==> config.mk <==
export PLATFORM = sky130hd
export DESIGN_NAME = spr_queue
export DESIGN_NICKNAME = d
export VERILOG_FILES = /design/src/hw/rtl/spr_pkg.sv /design/src/hw/rtl/spr_queue.sv
export SDC_FILE = /design/constraint.sdc
export NUM_CORES = 1
export LEC_CHECK = 0
export BUFFER_PORTS_ARGS = -buffer_cell sky130_fd_sc_hd__clkbuf_2
export CORE_MARGIN = 2
export CORE_UTILIZATION = 30
export CTS_BUF_LIST = sky130_fd_sc_hd__clkbuf_4
export CTS_CLUSTER_DIAMETER = 60
export DETAILED_ROUTE_END_ITERATION = 8
export HOLD_SLACK_MARGIN = 0.05
export SETUP_SLACK_MARGIN = 0.1
export SLEW_MARGIN = 20
export SYNTH_ARGS = -nofsm -noshare
export SYNTH_HDL_FRONTEND = slang
export SYNTH_SLANG_ARGS = --single-unit
export TNS_END_PERCENT = 5
==> constraint.sdc <==
create_clock -name i_clk -period 4 [get_ports i_clk]
set_input_delay 0 -clock i_clk [delete_from_list [all_inputs] [get_ports i_clk]]
set_output_delay 0 -clock i_clk [all_outputs]
set_load 0.02 [all_outputs]
==> src/hw/rtl/spr_pkg.sv <==
// ============================================================================
// spr_pkg : shared types and constants of the spatial predictor
// Register map, predictor mode codes, and the queue geometry shared by
// the front end, the queue and the back end.
// ============================================================================
package spr_pkg;

    // default row store depth, pixels per row at most
    localparam int MAX_WIDTH_DEF = 4096;

    // image_width register width
    localparam int WIDTH_W = 13;

    // front to back queue geometry (depth is a power of two)
    localparam int Q_DEPTH = 4;
    localparam int Q_AW    = 2;
    localparam int Q_CW    = 3;

    // register indices (paddr[3:2])
    localparam logic [1:0] REG_MODE  = 2'd0;
    localparam logic [1:0] REG_DIR   = 2'd1;
    localparam logic [1:0] REG_WIDTH = 2'd2;

    // predictor modes
    localparam logic [3:0] MODE_ZERO      = 4'd0;
    localparam logic [3:0] MODE_L         = 4'd1;
    localparam logic [3:0] MODE_T         = 4'd2;
    localparam logic [3:0] MODE_TR        = 4'd3;
    localparam logic [3:0] MODE_TL        = 4'd4;
    localparam logic [3:0] MODE_AVG_LT    = 4'd5;
    localparam logic [3:0] MODE_AVG_LTTR  = 4'd6;
    localparam logic [3:0] MODE_AVG_LTL   = 4'd7;
    localparam logic [3:0] MODE_AVG_TTR   = 4'd8;
    localparam logic [3:0] MODE_AVG_TTL   = 4'd9;
    localparam logic [3:0] MODE_AVG_ALL   = 4'd10;
    localparam logic [3:0] MODE_SELECT    = 4'd11;
    localparam logic [3:0] MODE_CLAMP     = 4'd12;

    // reset values of the registers
    localparam logic [3:0]         MODE_RESET  = MODE_SELECT;
    localparam logic [WIDTH_W-1:0] WIDTH_RESET = 13'd4096;

    localparam logic [7:0] BYTE_MAX = 8'hFF;

    // neighbour availability worked out by the front end
    typedef struct packed {
        logic has_left;  // column > 0
        logic has_top;   // past first row
        logic use_tr;    // top-right lies inside the row
    } t_fe_flags;

endpackage

==> src/hw/rtl/spr_queue.sv <==
// ============================================================================
// spr_queue : short FIFO between front and back end
// ============================================================================
module spr_queue #(
    parameter int DW = 32
) (
    input  logic                      i_clk,
    input  logic                      i_rst_n,
    input  logic                      i_push,
    input  logic [DW-1:0]             i_push_data,
    input  logic                      i_pop,
    output logic                      o_head_valid,
    output logic [DW-1:0]             o_head_data,
    output logic [spr_pkg::Q_CW-1:0]  o_count
);

    logic [DW-1:0]             r_entry [spr_pkg::Q_DEPTH];
    logic [spr_pkg::Q_AW-1:0]  r_wr_ptr;
    logic [spr_pkg::Q_AW-1:0]  r_rd_ptr;
    logic [spr_pkg::Q_CW-1:0]  r_count;
    logic                      do_pop;

    assign do_pop = i_pop && (r_count != '0);

    always_ff @(posedge i_clk) begin
        if (!i_rst_n) begin
            r_wr_ptr <= '0;
            r_rd_ptr <= '0;
            r_count  <= '0;
        end else begin
            if (i_push) begin
                r_wr_ptr <= r_wr_ptr + spr_pkg::Q_AW'(1);
            end
            if (do_pop) begin
                r_rd_ptr <= r_rd_ptr + spr_pkg::Q_AW'(1);
            end
            if (i_push && !do_pop) begin
                r_count <= r_count + spr_pkg::Q_CW'(1);
            end else if (!i_push && do_pop) begin
                r_count <= r_count - spr_pkg::Q_CW'(1);
            end
        end
    end

    always_ff @(posedge i_clk) begin
        if (i_push) begin
            r_entry[r_wr_ptr] <= i_push_data;
        end
    end

    assign o_head_valid = r_count != '0;
    assign o_head_data  = r_entry[r_rd_ptr];
    assign o_count      = r_count;

endmodule

==> metrics.txt <==
chip width around 130 um; syn nets 251; clock root buffer clkbuf_4; final worst slack ~1.5 ns; first-pass GRT wire length 13.81 mm; clk sink count around 140; number of max-cap violations 0; RSZ-0062 raised after global routing no; total power 3.681 mW; worst hold path type input port to flip-flop; top cell type's share of synthesized area 0.7496; CP startpoint kind flip-flop; io pins around 70; Port Buf Inserts just over 70; P_leak 2.179 nW; internal power roughly 2.6 mW; mapped cell area around 0.0051 sq mm; pin count of the biggest net entering global routing 33; Final TNS setup 0 ns; Sw Share 0.2853; H-Tree Depth 4; Clock Skew roughly 0.0073 ns; crit share post-route 0.6344; gr ovfl total 0; CTS Buf Count 17; Net Switching between 1 and 1.5 mW; Area contributors post-synth edfxtp_1, mux4_2, dfxtp_1; Max VDD drop approximately 0.00034 V; Clock Power Share 0.289; Starting Density 0.3081; CTS tree yes; Fin. Hold Viols 0; Crit. End Element output pin; Routability Congestion around 0.63; Max Buffers Root-to-Sink 2; Cells after Synth roughly 210; Main synth FF type edfxtp_1; antenna-violating nets left 0; Comb pwr share 0.223; DRC viols 0; vias in the first global route 2,623; maximum clock frequency around 0.4 GHz; actual slew at the worst max-slew pin around 0.92 ns; Starting DRT DRC Count roughly 130; hpwl dp around 5.3 mm; Post-synth EDFFs ~130; GRT Util Overall 0.1061; met3 wire length between 400 and 500 um; Slew Limit Fails 0; ratio of cells with drive above 1 in the final layout 0.4106; initial antenna violation count 0; drt first pass iters 4; wire length per cell around 16 um; Post-Route WL around 9 mm; async set or reset register ratio after synthesis 0; post-CTS resize count 0; Die ar. between 0.015 and 0.02 sq mm; worst skew pair latency 0.53 ns; vias per cell between 4 and 5; Syn-to-layout area delta 24.55%; crit-path max FO 25; Post-layout nets 370; outcome finished, final reports clean; count of final setup violators 0; Slew headroom 0.3868; Mean Syn Cell Area 24.53 sq um; Critical Path RT around 4 ns; pre-CTS setup slack ~1.9 ns; CTS Hold Bufs 35; sequential share of power 0.489; WL met1 3.805 mm; Post-CTS Setup Bufs 0; Reg clk slew, reported paths ~0.11 ns; critical path class flip-flop to output pin; die height 134.7 um; met2 wire len between 4 and 5 mm; DR top layer met4; core area roughly 0.017 sq mm; minimum clock period 2.538 ns; sequential element share of the synthesized area 0.7848; cell row count 47; ANT cells 0; critical path arrival about 2.5 ns; Synth cell types 20; leading area contributor after synthesis edfxtp_1; via count about 2,400; Power Dens Cells 576.4 mW/mm^2; register bit total from synthesis 137; yosys warns 0
## cells in the mapped netlist (2+ instances only)
library cell and number:
inv_1 3, edfxtp_1 128, xnor2_1 3, buf_12 3
mux2i_1 2, buf_2 3, ha_1 5, dfxtp_1 9
nor2b_1 2, mux4_2 30, mux4_1 2, or3_1 2
and2_1 9, xor2_1 2
## flip-flops by register name, summed over array words and instances, names as in the netlist, named ones only
name and flops:
r_wr_ptr 2, o_count 3, r_rd_ptr 2, r_entry 128
## placed cells by master, fill, tap and decap left out
master         instances
dfxtp_2                2
nor2b_1                2
clkbuf_4              17
clkinv_4               1
xor2_1                 2
a21boi_0               1
mux2i_1                2
clkinv_2               1
mux4_2                30
fa_1                   1
buf_4                  1
inv_1                  3
inv_6                  4
clkinvlp_4             2
edfxtp_1             128
bufinv_16              5
or3_1                  2
xnor2_1                3
ha_1                   5
and2_2                 4
and2_1                 5
o21ai_0                1
dfxtp_1                7
mux4_1                 2
o31ai_4                1
dlygate4sd3_1         35
clkinv_1               2
o311ai_2               1
clkbuf_2              71
## critical path, stage by stage, from the launching register on
cell      delay (ns)
dfxtp_2         0.95
buf_4           0.35
mux4_2          0.52
clkbuf_2        0.17
## power by group through the flow
stage	registers (mW)	logic, mW	clock network [mW]
6_report	1.80	0.819	1.06
5_1_grt	1.83	0.883	1.16
4_1_cts	1.81	0.840	1.10
3_5_place_dp	1.84	0.810	0
3_3_place_gp	1.83	0.801	0
2_1_floorplan	1.74	0.704	0
## worst paths after layout
kind	startpoint	to	slack [ns]	cells past startpoint
setup reg to reg	o_count[1]	o_count[2]	1.92	7
setup / recovery	flip-flop	o_head_data[15]	1.46	3
hold / removal	i_push_data[28]	r_entry[1][28]	0.22	2
hold reg to reg	r_wr_ptr[1]	r_wr_ptr[1]	0.58	2
## routing by layer
metal  vias up  global-route usage
met3        14             0.04542
met2        57              0.1748
met4         0             0.04386
li1       1120                   -
met1      1203              0.1217
met5         -                   0
## cell type report
type,count,area [sq um]
tap,220,275.3
clock inverter,15,221.5
sequential,137,4026
fill,1512,10260
timing repair buffer,107,713.2
multi-input combinational,62,1011
inverter,3,11.26
clock buffer,17,127.6
## cell families after synthesis
group,Yosys count,synth area share
fa+ha+maj,6,0.01611
compound gates,4,0.009761
simple gates,13,0.01586
mux,34,0.1459
xor+xnor,5,0.008542
buf+inv,10,0.01903
flops,137,0.7848
## per-stage QoR
| step | hold WS (ns) | util | area (sq um) | std cells |
|---|---|---|---|---|
| final | 0.2191 | 0.3837 | 6386 | 561 |
| after global routing | 0.1706 | 0.3837 | 6386 | 561 |
| after CTS | 0.1456 | 0.3837 | 6386 | 561 |
| after detailed placement | 0.2227 | 0.3417 | 5687 | 494 |
| after global placement | 0.2128 | 0.3417 | 5687 | 494 |
| after floorplan | 0.09887 | - | 5127 | 209 |
Note: power is estimated with default switching activity, not from simulation.
