--- config.mk ---
export PLATFORM = sky130hd
export DESIGN_NAME = spr_back
export DESIGN_NICKNAME = d
export VERILOG_FILES = /design/src/hw/rtl/spr_pkg.sv /design/src/hw/rtl/spr_back.sv
export SDC_FILE = /design/constraint.sdc
export NUM_CORES = 2
export LEC_CHECK = 0
export BUFFER_PORTS_ARGS = -buffer_cell sky130_fd_sc_hd__buf_4
export CAP_MARGIN = 10
export CELL_PAD_IN_SITES_DETAIL_PLACEMENT = 1
export CELL_PAD_IN_SITES_GLOBAL_PLACEMENT = 1
export CORE_ASPECT_RATIO = 0.5
export CORE_MARGIN = 8
export CORE_UTILIZATION = 40
export CTS_BUF_LIST = sky130_fd_sc_hd__clkbuf_8 sky130_fd_sc_hd__clkbuf_16
export CTS_CLUSTER_DIAMETER = 40
export CTS_CLUSTER_SIZE = 10
export DETAILED_ROUTE_END_ITERATION = 8
export GPL_TIMING_DRIVEN = 0
export PLACE_DENSITY_LB_ADDON = 0.2
export SLEW_MARGIN = 20
export SYNTH_ARGS = -nofsm -noshare
export SYNTH_HDL_FRONTEND = slang
export SYNTH_SLANG_ARGS = --single-unit
--- constraint.sdc ---
create_clock -name i_clk -period 13.73 [get_ports i_clk]
set_input_delay 0 -clock i_clk [delete_from_list [all_inputs] [get_ports i_clk]]
set_output_delay 0 -clock i_clk [all_outputs]
set_load 0.01 [all_outputs]
--- src/hw/rtl/spr_pkg.sv ---
// ============================================================================
// spr_pkg : shared types and constants of the spatial predictor
// Register map, predictor mode codes, and the queue geometry shared by
// the front end, the queue and the back end.
// ============================================================================
package spr_pkg;

    // default row store depth, pixels per row at most
    localparam int MAX_WIDTH_DEF = 4096;

    // image_width register width
    localparam int WIDTH_W = 13;

    // front to back queue geometry (depth is a power of two)
    localparam int Q_DEPTH = 4;
    localparam int Q_AW    = 2;
    localparam int Q_CW    = 3;

    // register indices (paddr[3:2])
    localparam logic [1:0] REG_MODE  = 2'd0;
    localparam logic [1:0] REG_DIR   = 2'd1;
    localparam logic [1:0] REG_WIDTH = 2'd2;

    // predictor modes
    localparam logic [3:0] MODE_ZERO      = 4'd0;
    localparam logic [3:0] MODE_L         = 4'd1;
    localparam logic [3:0] MODE_T         = 4'd2;
    localparam logic [3:0] MODE_TR        = 4'd3;
    localparam logic [3:0] MODE_TL        = 4'd4;
    localparam logic [3:0] MODE_AVG_LT    = 4'd5;
    localparam logic [3:0] MODE_AVG_LTTR  = 4'd6;
    localparam logic [3:0] MODE_AVG_LTL   = 4'd7;
    localparam logic [3:0] MODE_AVG_TTR   = 4'd8;
    localparam logic [3:0] MODE_AVG_TTL   = 4'd9;
    localparam logic [3:0] MODE_AVG_ALL   = 4'd10;
    localparam logic [3:0] MODE_SELECT    = 4'd11;
    localparam logic [3:0] MODE_CLAMP     = 4'd12;

    // reset values of the registers
    localparam logic [3:0]         MODE_RESET  = MODE_SELECT;
    localparam logic [WIDTH_W-1:0] WIDTH_RESET = 13'd4096;

    localparam logic [7:0] BYTE_MAX = 8'hFF;

    // neighbour availability worked out by the front end
    typedef struct packed {
        logic has_left;  // column > 0
        logic has_top;   // past first row
        logic use_tr;    // top-right lies inside the row
    } t_fe_flags;

endpackage

--- src/hw/rtl/spr_back.sv ---
// ============================================================================
// spr_back : prediction, residual / reconstruction and output register
// One pixel a cycle while the output is not stalled; recent row store writes
// are forwarded over the read data captured by the front end.
// ============================================================================
module spr_back #(
    parameter int MAX_WIDTH = spr_pkg::MAX_WIDTH_DEF,
    parameter int AW        = $clog2(MAX_WIDTH)
) (
    input  logic                i_clk,
    input  logic                i_rst_n,
    input  logic [3:0]          i_mode,
    input  logic                i_decode,
    input  logic                i_head_valid,
    input  logic [31:0]         i_pixel,
    input  spr_pkg::t_fe_flags  i_flags,
    input  logic [AW-1:0]       i_addr,
    input  logic [31:0]         i_top_raw,
    input  logic [31:0]         i_tr_raw,
    output logic                o_pop,
    output logic                o_we,
    output logic [AW-1:0]       o_waddr,
    output logic [31:0]         o_wdata,
    output logic                o_m_tvalid,
    input  logic                i_m_tready,
    output logic [31:0]         o_m_tdata
);

    localparam int HN = spr_pkg::Q_DEPTH;

    function automatic logic [7:0] f_predict(
        input logic [3:0] mode,
        input logic [7:0] l,
        input logic [7:0] t,
        input logic [7:0] tr,
        input logic [7:0] tl
    );
        logic [8:0]         s_lt;
        logic [8:0]         s_ltl;
        logic [8:0]         s_ttr;
        logic [8:0]         s_ttl;
        logic [9:0]         s3;
        logic [9:0]         s4;
        logic [20:0]        m3;
        logic signed [10:0] g;
        logic signed [10:0] d_a;
        logic signed [10:0] d_b;
        logic signed [10:0] d_c;
        logic [10:0]        da;
        logic [10:0]        db;
        logic [10:0]        dc;
        logic [7:0]         p;
        s_lt  = {1'b0, l} + {1'b0, t} + 9'd1;
        s_ltl = {1'b0, l} + {1'b0, tl} + 9'd1;
        s_ttr = {1'b0, t} + {1'b0, tr} + 9'd1;
        s_ttl = {1'b0, t} + {1'b0, tl} + 9'd1;
        s3    = {2'b0, l} + {2'b0, t} + {2'b0, tr} + 10'd1;
        s4    = {2'b0, l} + {2'b0, t} + {2'b0, tr} + {2'b0, tl} + 10'd2;
        // divide by 3: s3 * 683 / 2048 is exact for s3 <= 766
        m3    = {11'b0, s3} * 21'd683;
        g     = $signed({3'b0, l}) + $signed({3'b0, t}) - $signed({3'b0, tl});
        // distances of the gradient to L, T and TL
        d_a   = $signed({3'b0, t}) - $signed({3'b0, tl});
        d_b   = $signed({3'b0, l}) - $signed({3'b0, tl});
        d_c   = g - $signed({3'b0, tl});
        da    = d_a[10] ? -d_a : d_a;
        db    = d_b[10] ? -d_b : d_b;
        dc    = d_c[10] ? -d_c : d_c;
        unique case (mode)
            spr_pkg::MODE_ZERO:     p = '0;
            spr_pkg::MODE_L:        p = l;
            spr_pkg::MODE_T:        p = t;
            spr_pkg::MODE_TR:       p = tr;
            spr_pkg::MODE_TL:       p = tl;
            spr_pkg::MODE_AVG_LT:   p = s_lt[8:1];
            spr_pkg::MODE_AVG_LTTR: p = m3[18:11];
            spr_pkg::MODE_AVG_LTL:  p = s_ltl[8:1];
            spr_pkg::MODE_AVG_TTR:  p = s_ttr[8:1];
            spr_pkg::MODE_AVG_TTL:  p = s_ttl[8:1];
            spr_pkg::MODE_AVG_ALL:  p = s4[9:2];
            spr_pkg::MODE_SELECT: begin
                if (da <= db && da <= dc) begin
                    p = l;
                end else if (db <= dc) begin
                    p = t;
                end else begin
                    p = tl;
                end
            end
            spr_pkg::MODE_CLAMP: begin
                if (g[10]) begin
                    p = '0;
                end else if (g > 11'sd255) begin
                    p = spr_pkg::BYTE_MAX;
                end else begin
                    p = g[7:0];
                end
            end
            default:                p = '0;
        endcase
        return p;
    endfunction

    logic [AW-1:0]  r_hist_addr [HN];
    logic [31:0]    r_hist_data [HN];
    logic [HN-1:0]  r_hist_valid;
    logic [31:0]    r_left;
    logic [31:0]    r_ul;
    logic           r_out_valid;
    logic [31:0]    r_out_data;

    logic           fire;
    logic [AW-1:0]  tr_addr;
    logic [31:0]    top_fwd;
    logic [31:0]    tr_fwd;
    logic [31:0]    nb_l;
    logic [31:0]    nb_t;
    logic [31:0]    nb_tr;
    logic [31:0]    nb_tl;
    logic [31:0]    pred;
    logic [31:0]    enc_tv;
    logic [31:0]    dec_tv;
    logic [31:0]    cur;
    logic [31:0]    n_out_data;

    assign fire    = i_head_valid && (!r_out_valid || i_m_tready);
    assign tr_addr = i_addr + AW'(1);

    // newest write wins; entry 0 is the newest
    always_comb begin
        top_fwd = i_top_raw;
        tr_fwd  = i_tr_raw;
        for (int k = HN - 1; k >= 0; k--) begin
            if (r_hist_valid[k] && r_hist_addr[k] == i_addr) begin
                top_fwd = r_hist_data[k];
            end
            if (r_hist_valid[k] && r_hist_addr[k] == tr_addr) begin
                tr_fwd = r_hist_data[k];
            end
        end
    end

    always_comb begin
        nb_l  = i_flags.has_left ? r_left : '0;
        nb_t  = i_flags.has_top ? top_fwd : '0;
        nb_tr = i_flags.use_tr ? tr_fwd : nb_t;
        nb_tl = (i_flags.has_top && i_flags.has_left) ? r_ul : '0;
        for (int c = 0; c < 4; c++) begin
            pred[8*c +: 8] = f_predict(i_mode, nb_l[8*c +: 8], nb_t[8*c +: 8],
                                       nb_tr[8*c +: 8], nb_tl[8*c +: 8]);
        end
    end

    always_comb begin
        // subtract green on the way in
        enc_tv = {i_pixel[31:24], i_pixel[23:16] - i_pixel[15:8],
                  i_pixel[15:8],  i_pixel[7:0] - i_pixel[15:8]};
        for (int c = 0; c < 4; c++) begin
            dec_tv[8*c +: 8] = i_pixel[8*c +: 8] + pred[8*c +: 8];
        end
        cur = i_decode ? dec_tv : enc_tv;
        if (i_decode) begin
            n_out_data = {cur[31:24], cur[23:16] + cur[15:8], cur[15:8],
                          cur[7:0] + cur[15:8]};
        end else begin
            for (int c = 0; c < 4; c++) begin
                n_out_data[8*c +: 8] = enc_tv[8*c +: 8] - pred[8*c +: 8];
            end
        end
    end

    always_ff @(posedge i_clk) begin
        if (!i_rst_n) begin
            r_out_valid  <= 1'b0;
            r_hist_valid <= '0;
        end else begin
            if (fire) begin
                r_out_valid  <= 1'b1;
                r_hist_valid <= {r_hist_valid[HN-2:0], 1'b1};
            end else if (i_m_tready) begin
                r_out_valid <= 1'b0;
            end
        end
    end

    always_ff @(posedge i_clk) begin
        if (fire) begin
            r_out_data     <= n_out_data;
            r_left         <= cur;
            r_ul           <= nb_t;
            r_hist_addr[0] <= i_addr;
            r_hist_data[0] <= cur;
            for (int k = 1; k < HN; k++) begin
                r_hist_addr[k] <= r_hist_addr[k-1];
                r_hist_data[k] <= r_hist_data[k-1];
            end
        end
    end

    assign o_pop      = fire;
    assign o_we       = fire;
    assign o_waddr    = i_addr;
    assign o_wdata    = cur;
    assign o_m_tvalid = r_out_valid;
    assign o_m_tdata  = r_out_data;

`ifndef SYNTHESIS
    a_fire_loads: assert property (@(posedge i_clk) disable iff (!i_rst_n)
        fire |=> r_out_valid)
        else $error("back: processed pixel not presented");

    a_hist_fill: assert property (@(posedge i_clk) disable iff (!i_rst_n)
        r_hist_valid[HN-1] |-> (&r_hist_valid))
        else $error("back: write history has a gap");

    a_tr_needs_top: assert property (@(posedge i_clk) disable iff (!i_rst_n)
        (fire && i_flags.use_tr) |-> i_flags.has_top)
        else $error("back: top-right used on the first row");
`endif

endmodule
==> metrics <==
run status=finished with violations; violated checks=negative setup slack; reg2reg start=r_hist_addr[0][8]; Hold Path Origin=i_pixel[8]; CP top delay family=compound AO/OA/AOI/OAI gates; Worst-path clk slew=0.06 ns; Final ANT Viol Nets=0; vias in the first global route=45,400; CP endpoint kind=flip-flop; most frequent cells in the layout=788 x ha_1, 549 x inv_1, 367 x buf_4, 335 x a21oi_1, 334 x nor2_1; Cell variety after synth=97; fin area=0.0533 mm²; CP peak stage delay=0.61 ns; DIE AREA=0.124 mm²; commonest non-fill, non-tap cell in the layout=ha_1; Congestion Overflow GR=0; # DRC=0; initial DRC count=4,100; Fillers=13,100; asr flop ratio synth=0%; Starting Density=40.1%; Layout area overhead=18.7%; synthesized cell area=0.0449 mm²; WHS Endpoint=o_m_tdata[8]; Top FF cell, synth=edfxtp_1; routed wire length=201,000 µm; critical path required time=14.17 ns; synthesized area per cell=8.63 µm²; TritonCTS clock tree=yes; layout cells sized above 1=14.4%; Final min period=13.87 ns; Final HPWL DP=164,000 µm; first-pass GRT wire length=291,000 µm; I/O pin cnt=199; Hold Crit Depth=4; Die Width=490 µm; Critical Path AT=14.31 ns; DRT Pass-1 Iters=6; Slew Limit Headroom=12.1%; Crit-path slowest cell=or4_4; Vias/cell=6.05; Finished Core Util=47.6%; GPL Wtd Cong=0.979; Levels on crit path=51; TritonCTS buffer count=50; chip height=253 µm; max_cap viols=0; Setup Skew=0.0602 ns; root buffer cell=clkbuf_16; synth warn=0; total number of H-tree levels=2; register-to-register setup slack=-0.14 ns; worst r2r path cells=51; initial antenna violation count=5; Worst-Margin Slew=1.32 ns; share of the yosys chip area belonging to registers=16.3%; Yosys top cell by area=ha_1; RSZ-0062 raised after global routing=yes; placed cell area=0.0486 mm²; dpl cells=6,963; DR vias=43,700; worst-skew pair later-pin latency=0.64 ns; final setup fails=2; Final Cycle Share=101%; final cell count without fillers=7,223; Max Root-Sink Buffers=3; Setup CP Type=reg -> reg; Fin Hold WS=0.0703 ns; startpoint types=flip-flop; CP max FO=10; top cells by area in the synthesized netlist=ha_1 22%, edfxtp_1 16%, fa_1 8.4%; final setup margin=-0.138 ns; largest net degree at the start of global routing=93; Fmax=0.0721 GHz; number of nets in the layout=6,780; CTS Sinks=245; synthesis-stage register bit count=245; buffer and inverter count on the worst path=7; Top cell by count, worst path=ha_4; Mapped Cells=5,206; final hold violation count=0; DR WL/cell=27.8 µm; Total GRT Usage=30.9%; crit path from=r_hist_addr[0][8]; Rows=87; HP Class=in -> reg; RR Endpoint=o_m_tdata[7]; Slew Limit Fails=0; post-synth top area share=22.3%; Core Area=0.112 mm²; Post-synth EDFFs=240; I/O Buffers=193
layer usage:
layer	routed length [µm]	track usage [%]	vias to the layer above	share of wire, %
met3	16000	5.55	512	8.0
met2	86400	48.2	1804	43
met5	41	0	-	0.020
li1	-	-	19500	-
met4	10900	14.1	6	5.5
met1	87300	41.5	21900	44
worst max-delay path by stage:
stage	to	slack (ns)
final	o_m_tdata[7]	-0.14
after global routing	o_m_tdata[7]	-0.48
after CTS	o_m_tdata[7]	-0.03
after detailed placement	o_m_tdata[7]	-3.77
after global placement	o_m_tdata[7]	-4.05
after floorplan	o_m_tdata[7]	0.41
sequential cells by signal (all words and copies together), names as in the netlist:
register      count
o_m_tdata        32
o_m_tvalid        1
r_hist_addr      48
r_hist_data      96
r_hist_valid      4
r_left           32
r_ul             32
what timing repair did:
action	in CTS	in global routing
gates cloned	0	1
gates resized for setup	225	134
endpoints found under the hold margin	29	0
pin swaps	69	85
buffers inserted	74	70
endpoints found under the setup margin	77	14
hold buffers	26	0
kinds of logic after synthesis:
kind of cell	after synthesis	share of synthesized area [%]
adder cells (fa/ha/maj)	991	30.8
XOR/XNOR	505	9.85
AO/OA/AOI/OAI	1405	20.6
multiplexers	131	3.02
AND/OR/NAND/NOR	1200	13.1
other	2	0.0167
flip-flops	245	16.3
buffers and inverters	727	6.39
final cells by class:
class | instances | area, µm² | area share [%]
diodes | 1 | 2.50 | 0.00469
plain buffers | 161 | 965 | 1.81
clock buffers | 55 | 1350 | 2.54
clock inverters | 36 | 293 | 0.549
inverters | 562 | 2130 | 3.99
multi-input cells | 4272 | 36400 | 68.2
flip-flops and latches | 245 | 7310 | 13.7
well taps | 1513 | 1890 | 3.55
repair buffers | 378 | 3000 | 5.62
synth_stat cells, types with 32 or more instances:
| cell type | instances |
|---|---|
| o211ai_1 | 85 |
| o21ai_0 | 259 |
| nand3_1 | 61 |
| a21oi_1 | 358 |
| a211oi_1 | 80 |
| fa_1 | 189 |
| edfxtp_1 | 240 |
| a211o_1 | 33 |
| o21a_1 | 46 |
| nand2_1 | 314 |
| buf_2 | 35 |
| o21bai_1 | 113 |
| xor2_1 | 142 |
| xnor2_1 | 363 |
| a21o_1 | 134 |
| nand4_1 | 46 |
| o22ai_1 | 61 |
| ha_1 | 801 |
| mux2i_1 | 94 |
| and2_1 | 32 |
| clkbuf_1 | 94 |
| inv_1 | 560 |
| nand2b_1 | 69 |
| nor2b_1 | 68 |
| nor2_1 | 352 |
| mux2_2 | 37 |
| nor3_1 | 76 |
worst min-delay path: stages:
cell and delay (ns):
buf_4 0.17, inv_1 0.07, ha_1 0.17, inv_1 0.11
stage by stage:
step	worst slack, ns	setup TNS (ns)
detailed placement	-3.77	-71.61
CTS	-0.0325	-0.0325
floorplan	0.405	0
finish	-0.138	-0.192
global route	-0.478	-1.73
global placement	-4.05	-77.61
Power is left out: the tool's default activity adds up to more than one toggle a clock period on the data nets, which glitch-free logic cannot reach.
