$ cat config.mk
export PLATFORM = sky130hd
export DESIGN_NAME = spr_front
export DESIGN_NICKNAME = d
export VERILOG_FILES = /design/src/hw/rtl/spr_pkg.sv /design/src/hw/rtl/spr_front.sv
export SDC_FILE = /design/constraint.sdc
export NUM_CORES = 1
export LEC_CHECK = 0
export BUFFER_PORTS_ARGS = -buffer_cell sky130_fd_sc_hd__buf_2
export CORE_UTILIZATION = 30
export CTS_CLUSTER_DIAMETER = 120
export DETAILED_ROUTE_END_ITERATION = 10
export GPL_ROUTABILITY_DRIVEN = 0
export PLACE_DENSITY = 0.55
export SYNTH_ARGS = -nofsm -noshare
export SYNTH_HDL_FRONTEND = slang
export SYNTH_SLANG_ARGS = --single-unit
$ cat constraint.sdc
create_clock -name i_clk -period 6.5 [get_ports i_clk]
set_input_delay 0 -clock i_clk [delete_from_list [all_inputs] [get_ports i_clk]]
set_output_delay 0 -clock i_clk [all_outputs]
set_load 0.1 [all_outputs]
$ cat src/hw/rtl/spr_pkg.sv
// ============================================================================
// spr_pkg : shared types and constants of the spatial predictor
// Register map, predictor mode codes, and the queue geometry shared by
// the front end, the queue and the back end.
// ============================================================================
package spr_pkg;

    // default row store depth, pixels per row at most
    localparam int MAX_WIDTH_DEF = 4096;

    // image_width register width
    localparam int WIDTH_W = 13;

    // front to back queue geometry (depth is a power of two)
    localparam int Q_DEPTH = 4;
    localparam int Q_AW    = 2;
    localparam int Q_CW    = 3;

    // register indices (paddr[3:2])
    localparam logic [1:0] REG_MODE  = 2'd0;
    localparam logic [1:0] REG_DIR   = 2'd1;
    localparam logic [1:0] REG_WIDTH = 2'd2;

    // predictor modes
    localparam logic [3:0] MODE_ZERO      = 4'd0;
    localparam logic [3:0] MODE_L         = 4'd1;
    localparam logic [3:0] MODE_T         = 4'd2;
    localparam logic [3:0] MODE_TR        = 4'd3;
    localparam logic [3:0] MODE_TL        = 4'd4;
    localparam logic [3:0] MODE_AVG_LT    = 4'd5;
    localparam logic [3:0] MODE_AVG_LTTR  = 4'd6;
    localparam logic [3:0] MODE_AVG_LTL   = 4'd7;
    localparam logic [3:0] MODE_AVG_TTR   = 4'd8;
    localparam logic [3:0] MODE_AVG_TTL   = 4'd9;
    localparam logic [3:0] MODE_AVG_ALL   = 4'd10;
    localparam logic [3:0] MODE_SELECT    = 4'd11;
    localparam logic [3:0] MODE_CLAMP     = 4'd12;

    // reset values of the registers
    localparam logic [3:0]         MODE_RESET  = MODE_SELECT;
    localparam logic [WIDTH_W-1:0] WIDTH_RESET = 13'd4096;

    localparam logic [7:0] BYTE_MAX = 8'hFF;

    // neighbour availability worked out by the front end
    typedef struct packed {
        logic has_left;  // column > 0
        logic has_top;   // past first row
        logic use_tr;    // top-right lies inside the row
    } t_fe_flags;

endpackage

$ cat src/hw/rtl/spr_front.sv
// ============================================================================
// spr_front : pixel intake and position tracking
// Tracks column and row, works out neighbour availability, issues the row
// store reads and holds the word in register F1 while the read data lands.
// ============================================================================
module spr_front #(
    parameter int MAX_WIDTH = spr_pkg::MAX_WIDTH_DEF,
    parameter int AW        = $clog2(MAX_WIDTH)
) (
    input  logic                          i_clk,
    input  logic                          i_rst_n,
    input  logic                          i_s_tvalid,
    output logic                          o_s_tready,
    input  logic                          i_s_tuser,
    input  logic [31:0]                   i_s_tdata,
    input  logic [spr_pkg::WIDTH_W-1:0]   i_image_width,
    input  logic [spr_pkg::Q_CW-1:0]      i_q_count,
    output logic                          o_rd_en,
    output logic [AW-1:0]                 o_rd_addr0,
    output logic [AW-1:0]                 o_rd_addr1,
    output logic                          o_f1_valid,
    output logic [31:0]                   o_f1_pixel,
    output spr_pkg::t_fe_flags            o_f1_flags,
    output logic [AW-1:0]                 o_f1_addr
);

    localparam int CW = $clog2(MAX_WIDTH + 1);
    localparam int EW = (CW > spr_pkg::WIDTH_W) ? CW : spr_pkg::WIDTH_W;

    logic [AW-1:0]            r_col;
    logic                     r_pfr;
    logic                     r_f1_valid;
    logic [31:0]              r_f1_pixel;
    spr_pkg::t_fe_flags       r_f1_flags;
    logic [AW-1:0]            r_f1_addr;

    logic [AW-1:0]            n_col;
    logic                     n_pfr;
    logic [spr_pkg::Q_CW:0]   inflight;
    logic                     accept;
    logic [AW-1:0]            cur_x;
    logic                     cur_pfr;
    logic [EW-1:0]            w_ext;
    logic [EW-1:0]            w_eff;
    logic [EW-1:0]            x_next;
    logic                     row_last;
    spr_pkg::t_fe_flags       flags;

    // room check: F1 always drains into the queue on the next cycle
    assign inflight   = {1'b0, i_q_count} + {{spr_pkg::Q_CW{1'b0}}, r_f1_valid};
    assign o_s_tready = inflight < (spr_pkg::Q_CW + 1)'(spr_pkg::Q_DEPTH);
    assign accept     = i_s_tvalid && o_s_tready;

    always_comb begin
        cur_x   = i_s_tuser ? '0 : r_col;
        cur_pfr = i_s_tuser ? 1'b0 : r_pfr;
        w_ext   = EW'(i_image_width);
        if (w_ext == '0) begin
            w_eff = EW'(1);
        end else if (w_ext > EW'(MAX_WIDTH)) begin
            w_eff = EW'(MAX_WIDTH);
        end else begin
            w_eff = w_ext;
        end
        x_next   = EW'(cur_x) + EW'(1);
        row_last = x_next >= w_eff;

        flags.has_left = cur_x != '0;
        flags.has_top  = cur_pfr;
        flags.use_tr   = cur_pfr && !row_last;

        n_col = row_last ? '0 : x_next[AW-1:0];
        n_pfr = row_last ? 1'b1 : cur_pfr;
    end

    always_ff @(posedge i_clk) begin
        if (!i_rst_n) begin
            r_col      <= '0;
            r_pfr      <= 1'b0;
            r_f1_valid <= 1'b0;
        end else begin
            r_f1_valid <= accept;
            if (accept) begin
                r_col <= n_col;
                r_pfr <= n_pfr;
            end
        end
    end

    always_ff @(posedge i_clk) begin
        if (accept) begin
            r_f1_pixel <= i_s_tdata;
            r_f1_flags <= flags;
            r_f1_addr  <= cur_x;
        end
    end

    assign o_rd_en    = accept;
    assign o_rd_addr0 = cur_x;
    assign o_rd_addr1 = x_next[AW-1:0];
    assign o_f1_valid = r_f1_valid;
    assign o_f1_pixel = r_f1_pixel;
    assign o_f1_flags = r_f1_flags;
    assign o_f1_addr  = r_f1_addr;

`ifndef SYNTHESIS
    // F1 must always find room in the queue
    a_no_overflow: assert property (@(posedge i_clk) disable iff (!i_rst_n)
        r_f1_valid |-> (i_q_count < spr_pkg::Q_CW'(spr_pkg::Q_DEPTH)))
        else $error("front: queue full while F1 holds a word");

    // a row end sends the next pixel to column 0 of a later row
    a_row_wrap: assert property (@(posedge i_clk) disable iff (!i_rst_n)
        (accept && row_last) |=> (r_col == '0 && r_pfr))
        else $error("front: row end not taken");
`endif

endmodule

==> impl_metrics.tcl, run 1 <==
set metrics [dict create \
    outcome "finished clean" \
    yosysMostFrequentCell "edfxtp_1" \
    finalWirelength_um 6700 \
    num_antenna_cells 0 \
    drv_cap 0 \
    routedWlPerCell_um 14.3 \
    clk_pin_slew_ns 0.07 \
    synthAdderAreaFrac_pct 7.22 \
    vias_per_cell 4.64 \
    syn_to_final_growth_pct 47.4 \
    cts_sinks 61 \
    drt_iter0_markers 75 \
    grt_max_degree 50 \
    clock-skew-final_ns 0.00465 \
    synth_top_area_share_pct 54.3 \
    rr_endpoint "o_f1_flags[0]" \
    crit_path_max_fanout 11 \
    synthTopCellsByArea "edfxtp_1 54%, dfxtp_1 11%, ha_1 7.2%" \
    cellLeakagePower_nw 1.72 \
    num_io_pins 126 \
    synth-xor-area-share_pct 3.37 \
    finalSetupViolations 0 \
    cp.arrival_ns 3.25 \
    min_to "r_col[6]" \
    synth_top_cell_by_area "edfxtp_1" \
    hp-start "i_s_tuser" \
    finalCritPeriodShare_pct 48.6 \
    criticalPathCategory "register to register" \
    maxSlewHeadroom_pct 31.7 \
    synth-compound-area-share_pct 7.56 \
    rsz0062_at_grt "false" \
    fillerInstances 772 \
    grt-ovfl-total 0 \
    ff2ff_setup_slack_ns 3.34 \
    yosys_warnings 0 \
    core-area_um2 8300 \
    clock.fmax_mhz 316 \
    via_count 2176 \
    ys_ff_latch 61 \
    drive_gt1_share_pct 38.2 \
    fin_crit_ns 3.16 \
    syn_area_um2 2600 \
    die_y_um 95.1 \
    hold-worst-slack_ns 0.139 \
    r2r-start "r_col[0]" \
    synth_mux_area_share_pct 0 \
    fp.dieArea_um2 9040 \
    hold_viol 0 \
    post_cts_resized 0 \
    crit_path_end_kind "register" \
    synth-edff-count 47 \
    ant_nets 0 \
    syn_inst 197 \
    tns_ns 0 \
    synthFlopType "edfxtp_1" \
    holdPathStages 2 \
    worst_pin_slew_ns 1.02 \
    dieWidth_um 95.1 \
    ys_top_cells_by_count "47 x edfxtp_1, 20 x nand2_1, 15 x ha_1" \
    rows 33 \
    grt_pass1_wl_um 9870 \
    cts_setup_buffers 0 \
    syn_area_per_cell_um2 13.2 \
    insertion_delay_ns 0.33 \
    seq_area_frac_synth_pct 65.1 \
    cts_made_buffers 9 \
    ctsHoldBuffers 33 \
    start_util_pct 31.3 \
    cp-start-kind "register" \
    cts_buffer_depth 2 \
    async_flop_share_pct 0 \
    syn_nets 264 \
    grt_use_total_pct 14.8 \
    hpwl_um 4770 \
    peakVddDrop_uv 80.1 \
    yosysUniqueCellTypes 34 \
    antenna_found_initial 0 \
    fin_nets 426 \
    cts_tree "yes" \
    yosys.area_share.simple_pct 14.3 \
    powerDensity_nw_per_um2 237 \
    hp-class "primary input to register" \
    portBuffers 125 \
    cts-root-buf "clkbuf_8" \
    firstDrtPassIters 4 \
    grt_pass1_vias 2081 \
    cp.required_ns 6.59 \
    synth_top_family_by_area "simple AND/OR/NAND/NOR gates" \
    rr_worst_depth 13 \
    drc 0 \
    htree_levels 3 \
    slew_viol_final 0 \
]
[cells by family after synthesis]
| logic type | after synthesis |
|---|---|
| simple gates | 71 |
| buf+inv | 15 |
| flops | 61 |
| compound gates | 25 |
| xor+xnor | 10 |
| fa+ha+maj | 15 |
[per-stage QoR]
| stage | instance area (um2) | std cells | utilization, % | worst slack [ns] | power (mW) |
|---|---|---|---|---|---|
| global route | 3830 | 469 | 46.2 | 3.00 | 0.948 |
| CTS | 3830 | 469 | 46.2 | 3.33 | 0.923 |
| global placement | 3320 | 420 | 40.0 | 3.47 | 0.593 |
| floorplan | 2600 | 197 | - | 0.405 | 0.561 |
| detailed placement | 3320 | 420 | 40.0 | 3.36 | 0.594 |
| finish | 3830 | 469 | 46.2 | 3.34 | 0.910 |
[per-layer routing]
layer | vias to the layer above | share of wire (%) | wire, um | global-route usage [%]
li1 | 1058 | - | - | -
met1 | 996 | 45 | 2990 | 18.1
met2 | 112 | 44 | 2960 | 23.7
met3 | 10 | 9.8 | 655 | 5.58
met4 | 0 | 1.4 | 91 | 5.30
met5 | - | 0 | 0 | 0
[power by group]
group	internal, mW	total (mW)	switching (mW)	leakage, nW
clock network	0.170	0.309	0.139	0.0868
registers	0.433	0.437	0.00314	0.565
logic	0.0388	0.164	0.125	1.07
[sequential cells by signal (all words and copies together) (netlist names)]
name	cells
o_f1_pixel	32
o_f1_addr	12
r_col	12
o_f1_flags	3
o_f1_valid	1
r_pfr	1
[critical path: stages (launching register included)]
cell      delay [ns]
dfxtp_1         0.36
nand2b_1        0.10
inv_1           0.16
ha_1            0.20
nand3_1         0.11
nand2b_1        0.21
nor3_1          0.25
xor2_1          0.31
ha_1            0.23
nand4_1         0.12
nor4_1          0.30
nor3_1          0.12
and3_4          0.25
and2_2          0.20
[layout by cell type (no fill, tap or decap), drive strengths merged, types with 2 or more instances in the layout]
| cell | n |
|---|---|
| nor2 | 10 |
| a31oi | 3 |
| xnor2 | 4 |
| clkinv | 5 |
| o21ai | 3 |
| xor2 | 6 |
| ha | 15 |
| dfxtp | 14 |
| dlygate4sd3 | 33 |
| a21oi | 3 |
| clkbuf | 9 |
| nand2b | 6 |
| nor4 | 5 |
| a32o | 10 |
| buf | 125 |
| nand2 | 20 |
| and2 | 2 |
| edfxtp | 47 |
| inv | 8 |
| nand3 | 5 |
| nand4 | 5 |
| nor3 | 4 |
| nor2b | 8 |
| and3 | 2 |
| and4 | 2 |
[cell type report]
| class | instances | area, um2 | share of cell area [%] |
|---|---|---|---|
| clock buffer | 9 | 124 | 3.23 |
| clock inverter | 7 | 56.3 | 1.47 |
| inverter | 8 | 30.0 | 0.784 |
| multi-input combinational | 121 | 843 | 22.0 |
| sequential | 61 | 1690 | 44.1 |
| tap | 105 | 131 | 3.43 |
| timing repair buffer | 158 | 956 | 24.9 |
[how the worst max path moves through the flow]
stage,startpoint,end,slack [ns],cells past startpoint
3_5_place_dp,r_col[0],o_f1_flags[0],3.36,13
2_1_floorplan,i_s_tuser,o_f1_flags[0],0.41,16
6_report,r_col[0],o_f1_flags[0],3.34,13
5_1_grt,r_col[0],o_f1_flags[0],3.00,13
4_1_cts,r_col[0],o_f1_flags[0],3.33,13
3_3_place_gp,r_col[0],o_f1_flags[0],3.47,13
Note: power is estimated with default switching activity, not from simulation.
==> inputs of run 2 (changes only) <==
==> constraint.sdc (replaced) <==
create_clock -name i_clk -period 3.2 [get_ports i_clk]
set_input_delay 0 -clock i_clk [delete_from_list [all_inputs] [get_ports i_clk]]
set_output_delay 0 -clock i_clk [all_outputs]
set_load 0.1 [all_outputs]
==> run 2 against run 1 <==
Sequential power grew 100%. Critical path depth is 1 lower. Hold slack worse by 0.098 ns. Clock power increased by 84%. Via count down 0.60%. Count of clock-buffer cells in the layout rose by 2. Global-route usage grew 0.47 points. Critical path type unchanged. Critical endpoint unchanged.
==> impl_metrics.tcl, run 2 (synthesized netlist as in run 1, its figures left out) <==
set metrics [dict create \
    r2r-start "r_col[1]" \
    worstSetupStartpoint "r_col[1]" \
    cp.required_ns 3.30 \
    drv_cap 0 \
    clk_pin_slew_ns 0.07 \
    grt_busiest_layer "met2" \
    crit_path_max_fanout 11 \
    finalCritPeriodShare_pct 88.5 \
    core-area_um2 8300 \
    largest_reg_flops 32 \
    worst_pin_slew_ns 0.607 \
    criticalPathCategory "register to register" \
    num_antenna_cells 0 \
    grt_use_total_pct 15.2 \
    cellLeakagePower_nw 1.77 \
    final_common_cell "buf_2" \
    routedWlPerCell_um 14.3 \
    most-common-layout-cells "125 x buf_2, 47 x edfxtp_1, 33 x dlygate4sd3_1" \
    hold_viol 0 \
    insertion_delay_ns 0.34 \
    fin_nets 431 \
    met3_usage_pct 5.26 \
    via_count 2163 \
    cts_buffer_depth 2 \
    rsz0062_at_grt "false" \
    slew_viol_final 0 \
    maxSlewHeadroom_pct 59.4 \
    cts-root-buf "clkbuf_8" \
    grt_max_degree 32 \
    outcome "finished clean" \
    place_ws_ns 0.350 \
    die_y_um 95.1 \
    hp-class "primary input to register" \
    fp.dieArea_um2 9040 \
    drc 0 \
    tns_ns 0 \
    clock.fmax_mhz 353 \
    cp-start-kind "register" \
    fin_ws_ns 0.368 \
    firstDrtPassIters 4 \
    crit_path_end_kind "register" \
    finalWirelength_um 6790 \
    dieWidth_um 95.1 \
    hp-start "i_s_tuser" \
    cts_made_buffers 9 \
    cp.arrival_ns 2.93 \
    fin_crit_ns 2.83 \
    power_mw 1.80 \
    finalSetupViolations 0 \
    hpwl_um 5120 \
    htree_levels 3 \
    cts_sinks 61 \
    cts_setup_buffers 0 \
    drive_gt1_share_pct 47.2 \
    use_met1_pct 19.2 \
    post_cts_resized 0 \
    ant_nets 0 \
    grt_pass1_wl_um 10000 \
    portBuffers 125 \
    antenna_found_initial 0 \
    num_io_pins 126 \
    rows 33 \
    drt_iter0_markers 105 \
    met2_usage_pct 23.9 \
    clock-skew-final_ns 0.00453 \
    start_util_pct 31.3 \
    powerDensity_nw_per_um2 438 \
    syn_to_final_growth_pct 57.7 \
    cts_tree "yes" \
    fillerInstances 752 \
    peakVddDrop_uv 175 \
    grt_pass1_vias 2047 \
    vias_per_cell 4.56 \
    grt-ovfl-total 0 \
]
==> run 2: worst paths after layout <==
check | endpoint | slack [ns] | depth (start not counted)
min reg2reg | r_col[10] | 0.47 | 1
min | o_f1_flags[1] | 0.04 | 2
max | o_f1_flags[0] | 0.37 | 12
max reg2reg | o_f1_flags[0] | 0.37 | 12
==> run 2: through the flow <==
stage	std cells	util, %	hold slack, ns	cell area, um2
after floorplan	197	-	0.0989	2880
after global placement	425	43.5	0.177	3610
after detailed placement	425	43.5	0.179	3610
after CTS	474	49.4	0.0424	4100
after global routing	474	49.4	0.0352	4100
final	474	49.4	0.0409	4100
==> run 2: area by class of cell <==
type,count,area (um2),share of cell area (%)
multi-input combinational,121,1080,26.3
sequential,61,1690,41.3
clock inverter,5,27.5,0.672
inverter,8,41.3,1.01
clock buffer,11,131,3.21
timing repair buffer,163,993,24.2
tap,105,131,3.21
==> run 2: what timing repair did <==
item	4_1_cts	5_1_grt
endpoints found under the hold margin	33	0
hold buffers	33	0
endpoints found under the setup margin	0	0
==> run 2: critical path, cell delays in order (launching register included) <==
cell and delay, ns:
dfxtp_1 0.36, nand2b_1 0.12, clkinvlp_4 0.12, ha_4 0.17, nand3_2 0.08, nand2b_4 0.19, nor3_4 0.28, xor2_4 0.12
ha_1 0.32, nand4_1 0.14, a311o_1 0.34, and3_4 0.23, and2_4 0.14
==> run 2: per-layer routing <==
metal / part of all wire, % / up-vias
li1: - / 1071
met1: 45 / 972
met2: 44 / 110
met3: 9.3 / 10
met4: 1.5 / 0
met5: 0 / -
==> run 2: where the power goes <==
part           internal [mW]  switching (mW)
logic                 0.0838           0.258
clock network          0.274           0.294
registers              0.880         0.00698
